### config.mk
export PLATFORM = sky130hd
export DESIGN_NAME = control_source_selector_unit
export DESIGN_NICKNAME = d
export VERILOG_FILES = /design/src/sv/css_pkg.sv /design/src/sv/css_eval.sv /design/src/sv/control_source_selector_unit.sv
export SDC_FILE = /design/constraint.sdc
export NUM_CORES = 1
export LEC_CHECK = 0
export BUFFER_PORTS_ARGS = -buffer_cell sky130_fd_sc_hd__buf_2
export CORE_AREA = 2 2 199 201
export DETAILED_ROUTE_END_ITERATION = 10
export DIE_AREA = 0 0 201 203
export GPL_TIMING_DRIVEN = 0
export HOLD_SLACK_MARGIN = 0.08
export PLACE_DENSITY = 0.94
export SYNTH_ARGS = -nofsm -noshare
export SYNTH_HDL_FRONTEND = slang
export SYNTH_SLANG_ARGS = --single-unit
### constraint.sdc
create_clock -name clk -period 12.7 [get_ports clk]
set_input_delay 1.905 -clock clk [delete_from_list [all_inputs] [get_ports clk]]
set_output_delay 1.905 -clock clk [all_outputs]
set_load 0.05 [all_outputs]
### src/sv/css_pkg.sv
// Types, codes and mode rule shared by the control source selector.
`timescale 1ns / 1ps
`default_nettype none

package css_pkg;

  localparam logic [2:0] SRC_UNKNOWN = 3'd0;
  localparam logic [2:0] SRC_RC      = 3'd1;

  localparam logic signed [3:0] INST_NONE = -4'sd1;

  localparam logic [3:0] MODE_RC_ONLY      = 4'd0;
  localparam logic [3:0] MODE_MAV_ONLY     = 4'd1;
  localparam logic [3:0] MODE_FALLBACK     = 4'd2;
  localparam logic [3:0] MODE_KEEP_FIRST   = 4'd3;
  localparam logic [3:0] MODE_DISABLED     = 4'd4;
  localparam logic [3:0] MODE_RC_MAV_ASC   = 4'd5;
  localparam logic [3:0] MODE_MAV_ASC_RC   = 4'd6;
  localparam logic [3:0] MODE_RC_MAV_DESC  = 4'd7;
  localparam logic [3:0] MODE_MAV_DESC_RC  = 4'd8;

  localparam logic CFG_IDX_MODE    = 1'b0;
  localparam logic CFG_IDX_TIMEOUT = 1'b1;

  localparam logic [3:0]  MODE_RESET    = MODE_KEEP_FIRST;
  localparam logic [31:0] TIMEOUT_RESET = 32'd500000;

  typedef struct packed {
    logic        command;
    logic [63:0] now_us;
    logic [2:0]  sample_source;
    logic [2:0]  sample_instance;
    logic        sample_valid;
    logic [63:0] sample_time_us;
    logic [63:0] sample_payload;
  } in_word_t;

  typedef struct packed {
    logic               chosen_valid;
    logic [2:0]         chosen_source;
    logic signed [3:0]  chosen_instance;
    logic [63:0]        chosen_stamp_us;
    logic [63:0]        chosen_sample_time_us;
    logic [63:0]        chosen_payload;
    logic               accepted;
  } out_word_t;

  typedef struct packed {
    logic               valid;
    logic [2:0]         source;
    logic signed [3:0]  instance_id;
    logic [63:0]        stamp;
    logic [63:0]        sample_time;
    logic [63:0]        payload;
  } held_t;

  function automatic logic is_rc(input logic [2:0] s);
    return s == SRC_RC;
  endfunction

  function automatic logic is_mav(input logic [2:0] s);
    return s >= 3'd2;
  endfunction

  function automatic logic mode_match(input logic [3:0] mode, input logic [2:0] src,
                                      input logic hv, input logic [2:0] hs,
                                      input logic [2:0] first_src);
    logic m;
    m = 1'b0;
    unique case (mode)
      MODE_RC_ONLY:     m = is_rc(src);
      MODE_MAV_ONLY:    m = is_mav(src) && (src == hs || !hv);
      MODE_FALLBACK:    m = (src == hs) || !hv;
      MODE_KEEP_FIRST:  m = (src == first_src) || (first_src == SRC_UNKNOWN);
      MODE_RC_MAV_ASC:  m = !hv || (src <= hs);
      MODE_MAV_ASC_RC:  m = !hv || (is_rc(src) && is_rc(hs)) ||
                            (is_mav(src) && (is_rc(hs) || src <= hs));
      MODE_RC_MAV_DESC: m = !hv || is_rc(src) || (is_mav(src) && is_mav(hs) && src >= hs);
      MODE_MAV_DESC_RC: m = !hv || (src >= hs);
      default:          m = 1'b0;
    endcase
    return m;
  endfunction

  function automatic logic is_fresh(input logic [63:0] t, input logic [31:0] timeout,
                                    input logic [63:0] now);
    logic [64:0] deadline;
    deadline = {1'b0, t} + {33'b0, timeout};
    return {1'b0, now} < deadline;
  endfunction

endpackage

`default_nettype wire

### src/sv/css_eval.sv
// Revalidation and acceptance of one word against the held setpoint.
`timescale 1ns / 1ps
`default_nettype none

module css_eval
  import css_pkg::*;
#(
  parameter int NUM_INSTANCES = 8
) (
  input  logic [3:0]  mode,
  input  logic [31:0] timeout_us,
  input  in_word_t    item,
  input  held_t       held,
  input  logic [2:0]  first_source,
  output held_t       held_nxt,
  output logic [2:0]  first_source_nxt,
  output logic        accepted
);

  localparam logic [3:0] InstLimit = 4'(NUM_INSTANCES);

  logic  keep_held;
  held_t held_kept;
  logic  sample_ok;

  always_comb begin
    keep_held = held.valid && is_fresh(held.sample_time, timeout_us, item.now_us) &&
                mode_match(mode, held.source, held.valid, held.source, first_source);
    held_kept = held;
    if (!keep_held) begin
      held_kept.valid       = 1'b0;
      held_kept.instance_id = INST_NONE;
    end

    sample_ok = !item.command && ({1'b0, item.sample_instance} < InstLimit) &&
                item.sample_valid &&
                is_fresh(item.sample_time_us, timeout_us, item.now_us) &&
                mode_match(mode, item.sample_source, held_kept.valid, held_kept.source,
                           first_source);

    held_nxt         = held_kept;
    first_source_nxt = first_source;
    if (sample_ok) begin
      held_nxt.valid       = 1'b1;
      held_nxt.source      = item.sample_source;
      held_nxt.instance_id = $signed({1'b0, item.sample_instance});
      held_nxt.stamp       = item.now_us;
      held_nxt.sample_time = item.sample_time_us;
      held_nxt.payload     = item.sample_payload;
      if (first_source == SRC_UNKNOWN) begin
        first_source_nxt = item.sample_source;
      end
    end
    accepted = sample_ok;
  end

endmodule

`default_nettype wire

### src/sv/control_source_selector_unit.sv
// Top level of the control source selector: input register, evaluation, held setpoint.
// One word per cycle unless the result side stalls, one result word per input word.
// A word is registered on entry in the input register; when the result register is free
// or being taken, the revalidation of the held setpoint and the acceptance test (two
// 65-bit deadline compares and the mode rule) update the held setpoint, which together
// with the accepted flag forms the result register. While a result waits, an empty input
// register still takes one more word, after which the input stalls. Full rate holds as
// long as the result side keeps taking words.
`timescale 1ns / 1ps
`default_nettype none

module control_source_selector_unit
  import css_pkg::*;
#(
  parameter int NUM_INSTANCES = 8
) (
  input  logic        clk,
  input  logic        rst_n,
  input  logic        in_valid,
  output logic        in_ready,
  input  in_word_t    in_data,
  output logic        out_valid,
  input  logic        out_ready,
  output out_word_t   out_data,
  input  logic        cfg_we,
  input  logic        cfg_index,
  input  logic [31:0] cfg_wdata
);

  logic        in_valid_r;
  in_word_t    in_word_r;
  logic        out_valid_r;
  logic        acc_r;
  held_t       held_r;
  logic [2:0]  first_src_r;
  logic [3:0]  mode_r;
  logic [31:0] timeout_r;

  held_t       held_nxt;
  logic [2:0]  first_src_nxt;
  logic        acc_nxt;
  logic        advance;

  css_eval #(
    .NUM_INSTANCES(NUM_INSTANCES)
  ) u_eval (
    .mode            (mode_r),
    .timeout_us      (timeout_r),
    .item            (in_word_r),
    .held            (held_r),
    .first_source    (first_src_r),
    .held_nxt        (held_nxt),
    .first_source_nxt(first_src_nxt),
    .accepted        (acc_nxt)
  );

  assign advance  = in_valid_r && (!out_valid_r || out_ready);
  assign in_ready = !in_valid_r || advance;

  always_ff @(posedge clk) begin
    if (!rst_n) begin
      in_valid_r  <= 1'b0;
      out_valid_r <= 1'b0;
      acc_r       <= 1'b0;
      held_r      <= '{valid: 1'b0, source: SRC_UNKNOWN, instance_id: INST_NONE,
                       stamp: '0, sample_time: '0, payload: '0};
      first_src_r <= SRC_UNKNOWN;
      mode_r      <= MODE_RESET;
      timeout_r   <= TIMEOUT_RESET;
    end else begin
      if (in_ready) begin
        in_valid_r <= in_valid;
      end
      if (advance) begin
        out_valid_r <= 1'b1;
        acc_r       <= acc_nxt;
        held_r      <= held_nxt;
        first_src_r <= first_src_nxt;
      end else if (out_ready) begin
        out_valid_r <= 1'b0;
      end
      if (cfg_we) begin
        unique case (cfg_index)
          CFG_IDX_MODE:    mode_r    <= cfg_wdata[3:0];
          CFG_IDX_TIMEOUT: timeout_r <= cfg_wdata;
          default:         mode_r    <= mode_r;
        endcase
      end
    end
  end

  always_ff @(posedge clk) begin
    if (in_valid && in_ready) begin
      in_word_r <= in_data;
    end
  end

  assign out_valid = out_valid_r;
  always_comb begin
    out_data.chosen_valid          = held_r.valid;
    out_data.chosen_source         = held_r.source;
    out_data.chosen_instance       = held_r.instance_id;
    out_data.chosen_stamp_us       = held_r.stamp;
    out_data.chosen_sample_time_us = held_r.sample_time;
    out_data.chosen_payload        = held_r.payload;
    out_data.accepted              = acc_r;
  end

  a_inst_tracks_valid: assert property (@(posedge clk) disable iff (!rst_n)
    held_r.valid != (held_r.instance_id == INST_NONE))
    else $error("held instance disagrees with held valid");

  a_accept_sets_valid: assert property (@(posedge clk) disable iff (!rst_n)
    out_valid_r && acc_r |-> held_r.valid)
    else $error("accepted word without valid held setpoint");

  a_stall_holds_held: assert property (@(posedge clk) disable iff (!rst_n)
    out_valid_r && !out_ready |=> out_valid_r && $stable(held_r) && $stable(acc_r))
    else $error("held setpoint changed while result stalled");

  a_first_latched: assert property (@(posedge clk) disable iff (!rst_n)
    first_src_r != SRC_UNKNOWN |=> $stable(first_src_r))
    else $error("first source changed after latching");

  a_input_waits: assert property (@(posedge clk) disable iff (!rst_n)
    in_valid_r && !advance |=> in_valid_r && $stable(in_word_r))
    else $error("input word lost while waiting");

endmodule

`default_nettype wire
==> out/qor.yml, run 1 <==
status:
  status: "finished clean"
logic_synthesis:
  synth.avg_cell_area_sq_um: 10.1
  synth_edf_count: 200
  synth_common_cells: "551 x nand2_1, 242 x dfxtp_1, 202 x mux2i_1, 200 x edfxtp_1, 193 x ha_1"
  yosys.area.top_type: "edfxtp_1"
  syn_inst: 2301
  synth_seq_area_share: 0.467
  synth-main-ff-cell: "dfxtp_1"
  synth_top_area_frac: 0.259
  synth_area_leaders: "edfxtp_1 26%, dfxtp_1 21%, ha_1 10%, nand2_1 8.9%, mux2i_1 8.7%"
  synth_area_sq_mm: 0.0232
  synth.distinct_cells: 76
  ys_ff_latch: 442
  synth_most_common_cell: "nand2_1"
  syn-num-nets: 2734
  yosys_warnings: 0
  synthArstFlopShare: 0
worst_setup_path:
  path_class: "flop to flop"
  crit_required_ps: 13180
  endpoint_kind: "flop"
  cp.arrival_ps: 7610
  critPathLaunchType: "flop"
  critPathMaxFanout: 10
power_and_ir_drop:
  p_leak_uw: 0.0117
  p_int_uw: 2540
  clkPwrFrac: 0.409
  p_seq_frac: 0.459
  ir_drop_v: 0.000170
  swShare: 0.272
  p_switching_uw: 952
  pwr-share-comb: 0.133
  cellPowerDensity_mw_per_mm2: 126
global_routing:
  grt_start_max_net_pins: 61
  antenna_found_initial: 5
  groute.usage.overall: 0.360
  globalRouteOverflowTotal: 0
  grt_pass1_wl_microns: 114000
  first_global_vias: 20735
routing:
  wire_per_inst_microns: 22.4
  drc: 0
  via_per_inst: 6.13
  ant_nets: 0
  via_count: 20535
  dr.pass1.iters: 6
  wirelength_microns: 75000
  drtIter0Drc: 2022
floorplanning:
  die_w_microns: 201
  die_area_sq_mm: 0.0408
  die_h_microns: 203
  coreArea_sq_mm: 0.0385
  rows: 72
  start_util: 0.604
  io_pins: 441
timing:
  fin_skew_ps: 17.2
  hold_viol_final: 0
  tightest_slew_ps: 1480
  rsz0062_at_grt: "false"
  max_freq_ghz: 0.140
  final-max-slew-violation-count: 0
  period_needed_ps: 7140
  period_share: 0.562
  final.setup.tns_ps: 0
  slew_headroom: 0.0104
  finalSetupViolCount: 0
place:
  place_area_sq_mm: 0.0261
  gp_congestion: 0.945
  dpl.hpwl_microns: 55100
  io_buffers: 439
cts:
  cts_hold_buf: 0
  cts.clk_slew.worst_paths_ps: 70
  clockBufferDepth: 3
  numCtsBuffers: 46
  htreeDepth: 2
  clk_latency_ps: 600
  cts.sinks: 442
  tritoncts: "built"
  cts.repair.resized: 0
  post-cts-setup-buffers: 0
  cts_root_buffer: "clkbuf_16"
job:
  drv_cap: 0
final_layout:
  drive_gt1_frac: 0.202
  final_nets: 3224
  area_growth_syn_to_layout_pct: 19.6
  finalInstanceArea_sq_mm: 0.0278
min_path:
  hold_path.class: "flop to flop"
## registers in the layout, indices dropped and copies added (netlist names)
| register | cells |
|---|---|
| acc_r | 1 |
| first_src_r | 3 |
| in_valid_r | 1 |
| in_word_r | 200 |
| mode_r | 4 |
| out_data | 200 |
| out_valid | 1 |
| timeout_r | 32 |
## power groups by stage
stage          Clock (uW)  Combinational (uW)  Sequential, uW
2_1_floorplan           0                 264            1660
3_3_place_gp            0                 425            1640
3_5_place_dp            0                 448            1630
4_1_cts              1430                 457            1600
5_1_grt              1490                 507            1610
6_report             1430                 464            1600
## critical path: stages, from the launching register on
cell and delay, ps:
edfxtp_1 420, ha_1 270, fa_1 440, a211oi_1 250, o21ai_1 180, o311ai_2 380, nand2_1 170, a31oi_2 360
o221ai_1 410, nand3_1 460, nor2_1 120, xnor2_1 150, ha_1 310, a21oi_1 160, o21bai_1 100, a2111o_1 460
a221o_1 290, nor4b_1 370, a21boi_0 150, a41oi_1 460, o211a_1 220, buf_6 140, buf_6 190, buf_6 200
mux2i_1 350
## final timing paths
path,start,end,slack (ps),depth (start not counted)
max,in_word_r[64]$_DFFE_PP_,out_data[36]$_SDFFE_PN0P_,5560,24
min,out_data[129]$_SDFFE_PN0P_,out_data[129]$_SDFFE_PN0P_,460,2
max reg2reg,in_word_r[64]$_DFFE_PP_,out_data[36]$_SDFFE_PN0P_,5560,24
min reg2reg,out_data[129]$_SDFFE_PN0P_,out_data[129]$_SDFFE_PN0P_,460,2
## routing by layer
metal,vias to the layer above,global-route usage,routed length [microns]
li1,9242,-,-
met1,9723,0.437,28300
met2,1258,0.602,35000
met3,306,0.0693,6890
met4,6,0.204,4690
met5,-,0,34
## metrics by stage
| step | hold WS, ps | std cells | utilization | setup slack, ps | total power [uW] |
|---|---|---|---|---|---|
| final | 459 | 3348 | 0.722 | 5560 | 3500 |
| after global routing | 473 | 3347 | 0.722 | 5210 | 3600 |
| after CTS | 456 | 3347 | 0.722 | 5630 | 3490 |
| after detailed placement | 446 | 3261 | 0.680 | 5710 | 2080 |
| after global placement | 439 | 3258 | 0.678 | 3510 | 2060 |
| after floorplan | 464 | 2301 | - | 5150 | 1920 |
## layout by cell type, fill, tap and decap left out, types with 20 or more instances in the layout
master     instances
buf_6             20
edfxtp_1         200
xor2_1            75
inv_1             35
dfxtp_1          242
nand3_1           54
nor2_1            52
nand2_1          551
clkbuf_1          71
a21o_1            42
and3_1            20
o21ai_0           47
a21oi_1          112
xnor2_1           47
ha_1             193
nand4_1           52
buf_2            449
a21boi_0          32
mux2i_1          202
clkbuf_16         47
## kinds of logic after synthesis
logic type      Yosys count  synth area share
simple gates            835             0.159
flops                   442             0.467
compound gates          369             0.105
mux                     202            0.0871
fa+ha+maj               195             0.106
buf+inv                 136            0.0295
xor+xnor                122            0.0460
## cell type report
cell class,count,area (sq um)
Clock inverter,24,268
Tap cell,518,648
Timing Repair Buffer,442,2280
Multi-Input combinational cell,1723,11700
Fill cell,2607,10700
Sequential cell,442,10900
Buffer,101,553
Clock buffer,62,1350
Inverter,35,131
Antenna cell,1,2.50
(Power assumes the default switching activity.)
==> inputs of run 2 (changes only) <==
--- a/config.mk
+++ b/config.mk
@@ -6,12 +6,12 @@
 export NUM_CORES = 1
 export LEC_CHECK = 0
 export BUFFER_PORTS_ARGS = -buffer_cell sky130_fd_sc_hd__buf_2
-export CORE_AREA = 2 2 199 201
+export CORE_AREA = 2 2 207 209
 export DETAILED_ROUTE_END_ITERATION = 10
-export DIE_AREA = 0 0 201 203
+export DIE_AREA = 0 0 209 211
 export GPL_TIMING_DRIVEN = 0
 export HOLD_SLACK_MARGIN = 0.08
-export PLACE_DENSITY = 0.94
+export PLACE_DENSITY = 0.88
 export SYNTH_ARGS = -nofsm -noshare
 export SYNTH_HDL_FRONTEND = slang
 export SYNTH_SLANG_ARGS = --single-unit
==> constraint.sdc (replaced) <==
create_clock -name clk -period 7.4 [get_ports clk]
set_input_delay 1.11 -clock clk [delete_from_list [all_inputs] [get_ports clk]]
set_output_delay 1.11 -clock clk [all_outputs]
set_load 0.05 [all_outputs]
==> out/qor.yml, run 2 (synthesized netlist as in run 1, its figures left out) <==
final_layout:
  finalInstanceArea_sq_mm: 0.0277  # -0.37%
  final_cell_mix: "551 x nand2_1, 449 x buf_2, 242 x dfxtp_1"
  layout_commonest_cell: "nand2_1"
  drive_gt1_frac: 0.200  # -0.00134
  fill_cells: 3134  # +20%
  area_growth_syn_to_layout_pct: 19.2
  multi_input_area_sq_mm: 0.0117  # about the same
  register_area_sq_mm: 0.0109  # unchanged
  final_nets: 3223  # -0.031%
place:
  io_buffers: 439  # unchanged
  gp_congestion: 0.964  # +2.0%
  place_area_sq_mm: 0.0261  # about the same
  dpl.hpwl_microns: 54800  # -0.58%
timing:
  period_share: 0.928  # +0.366
  hold_viol_final: 0  # unchanged
  final.setup.tns_ps: 0  # unchanged
  finalSetupViolCount: 0  # unchanged
  slew_headroom: 0.0904  # +0.0800
  tightest_slew_ps: 1360  # -120 ps
  fin_skew_ps: 13.1  # -4.06 ps
  rsz0062_at_grt: "false"
  max_freq_ghz: 0.146  # +3.9%
  hold_slack_ps: 457  # -1.87 ps
  period_needed_ps: 6870  # -267 ps
  final-max-slew-violation-count: 0  # unchanged
cts:
  numCtsBuffers: 46  # unchanged
  clockBufferDepth: 3  # unchanged
  htreeDepth: 2  # unchanged
  clk_latency_ps: 590  # about the same
  tritoncts: "built"
  cts.sinks: 442  # unchanged
  cts.clk_slew.worst_paths_ps: 60  # about the same
  cts_hold_buf: 0  # unchanged
  cts_root_buffer: "clkbuf_16"
min_path:
  hold_depth: 2  # unchanged
  hold_path.class: "flop to flop"
  hp-start: "out_data[2]$_SDFFE_PN0P_"
worst_setup_path:
  cp.arrival_ps: 7370  # -240 ps
  reg2reg_slack_ps: 530  # -5030 ps
  cpMostUsedCell: "buf_6"
  critical_path.cell_chain: "ha_1 -> fa_1 -> a211oi_1 -> o21ai_1 -> o311ai_2 -> nand2_1 -> a31oi_2 -> o221ai_1 -> nand3_2 -> nor2_1 -> xnor2_1 -> ha_1 -> a21oi_1 -> o21bai_1 -> a2111o_1 -> a221o_1 -> nor4b_1 -> a21boi_0 -> a41oi_1 -> o211a_1 -> buf_6 -> buf_6 -> buf_6 -> mux2i_1"
  critPathLaunchType: "flop"
  critPathMaxStageDelay_ps: 460  # about the same
  r2r_cells: 24  # unchanged
  critPathSlowestCell: "a2111o_1"
  path_class: "flop to flop"
  critPathMaxFanout: 10  # unchanged
  endpoint_kind: "flop"
  worstSetupStartpoint: "in_word_r[64]$_DFFE_PP_"
  crit_required_ps: 7900  # -5280 ps
  worst_r2r_startpoint: "in_word_r[64]$_DFFE_PP_"
routing:
  dr.pass1.iters: 5  # -1
  wirelength_microns: 71500  # -4.6%
  wire_per_inst_microns: 21.2  # -5.4%
  ant_nets: 0  # unchanged
  drc: 0  # unchanged
  drtIter0Drc: 1650  # -18%
  via_count: 19947  # -2.9%
  via_per_inst: 5.91  # -3.6%
global_routing:
  grt.busiest_layer: "met2"
  globalRouteOverflowTotal: 0  # unchanged
  antenna_found_initial: 6  # +1
  grt.met1_usage: 0.400  # -0.0362
  use_met2: 0.529  # -0.0724
  first_global_vias: 19399  # -6.4%
  grt_start_max_net_pins: 75  # +23%
  grt_pass1_wl_microns: 108000  # -5.4%
  grt_use_met3: 0.0569  # -0.0124
  groute.usage.overall: 0.315  # -0.0447
floorplanning:
  die_h_microns: 211  # +3.9%
  die_w_microns: 209  # +4.0%
  io_pins: 441  # unchanged
  rows: 75  # +4.2%
  start_util: 0.556  # -0.0476
  die_area_sq_mm: 0.0441  # +8.1%
  coreArea_sq_mm: 0.0418  # +8.6%
power_and_ir_drop:
  cellPowerDensity_mw_per_mm2: 211  # +67%
  ir_drop_v: 0.000263  # +55%
  p_leak_uw: 0.0117  # -0.68%
job:
  drv_cap: 0  # unchanged
status:
  status: "finished clean"
## run 2: worst paths after layout
kind,end
max reg2reg,out_data[158]$_SDFFE_PN0P_
min,out_data[2]$_SDFFE_PN0P_
min reg2reg,out_data[2]$_SDFFE_PN0P_
max,out_data[158]$_SDFFE_PN0P_
## run 2: area by class of cell
cell class / count / share of cell area
plain buffers: 101 / 0.0200
inverters: 35 / 0.00475
repair buffers: 441 / 0.0814
flip-flops and latches: 442 / 0.392
multi-input cells: 1723 / 0.423
clock inverters: 26 / 0.00769
diodes: 7 / 0.000633
clock buffers: 60 / 0.0464
well taps: 539 / 0.0244
## run 2: worst max-delay path, delay by kind of cell, from the launching register on
kind / cells / cell delay, ps
buffers and inverters: 3 / 590
adder cells (fa/ha/maj): 3 / 1000
XOR/XNOR: 1 / 140
multiplexers: 1 / 250
AO/OA/AOI/OAI: 12 / 3420
AND/OR/NAND/NOR: 4 / 950
flip-flops: 1 / 410
## run 2: layer usage
| layer | part of all wire | vias up |
|---|---|---|
| met5 | 0.00064 | - |
| met4 | 0.040 | 6 |
| met3 | 0.080 | 174 |
| met2 | 0.47 | 996 |
| met1 | 0.41 | 9522 |
| li1 | - | 9249 |
## run 2: per-stage QoR
step	util	setup WS [ps]	total power, uW	std cells
floorplan	-	647	3290	2301
global placement	0.625	-1050	3550	3279
detailed placement	0.626	420	3570	3281
CTS	0.662	360	5840	3367
global route	0.662	35.8	6020	3367
finish	0.663	531	5830	3374
## run 2: what timing repair did
| action | 4_1_cts | 5_1_grt |
|---|---|---|
| gates resized for setup | 0 | 1 |
| setup endpoints to repair | 0 | 99 |
| hold endpoints to repair | 0 | 0 |
| setup buffers | 0 | 0 |
## run 2: power breakdown
| group | internal (uW) | switching [uW] | leakage, uW | total, uW |
|---|---|---|---|---|
| registers | 2660 | 89.8 | 0.00391 | 2750 |
| clock network | 1280 | 1020 | 0.000732 | 2300 |
| logic | 298 | 487 | 0.00702 | 785 |
| total | 4230 | 1600 | 0.0117 | 5830 |
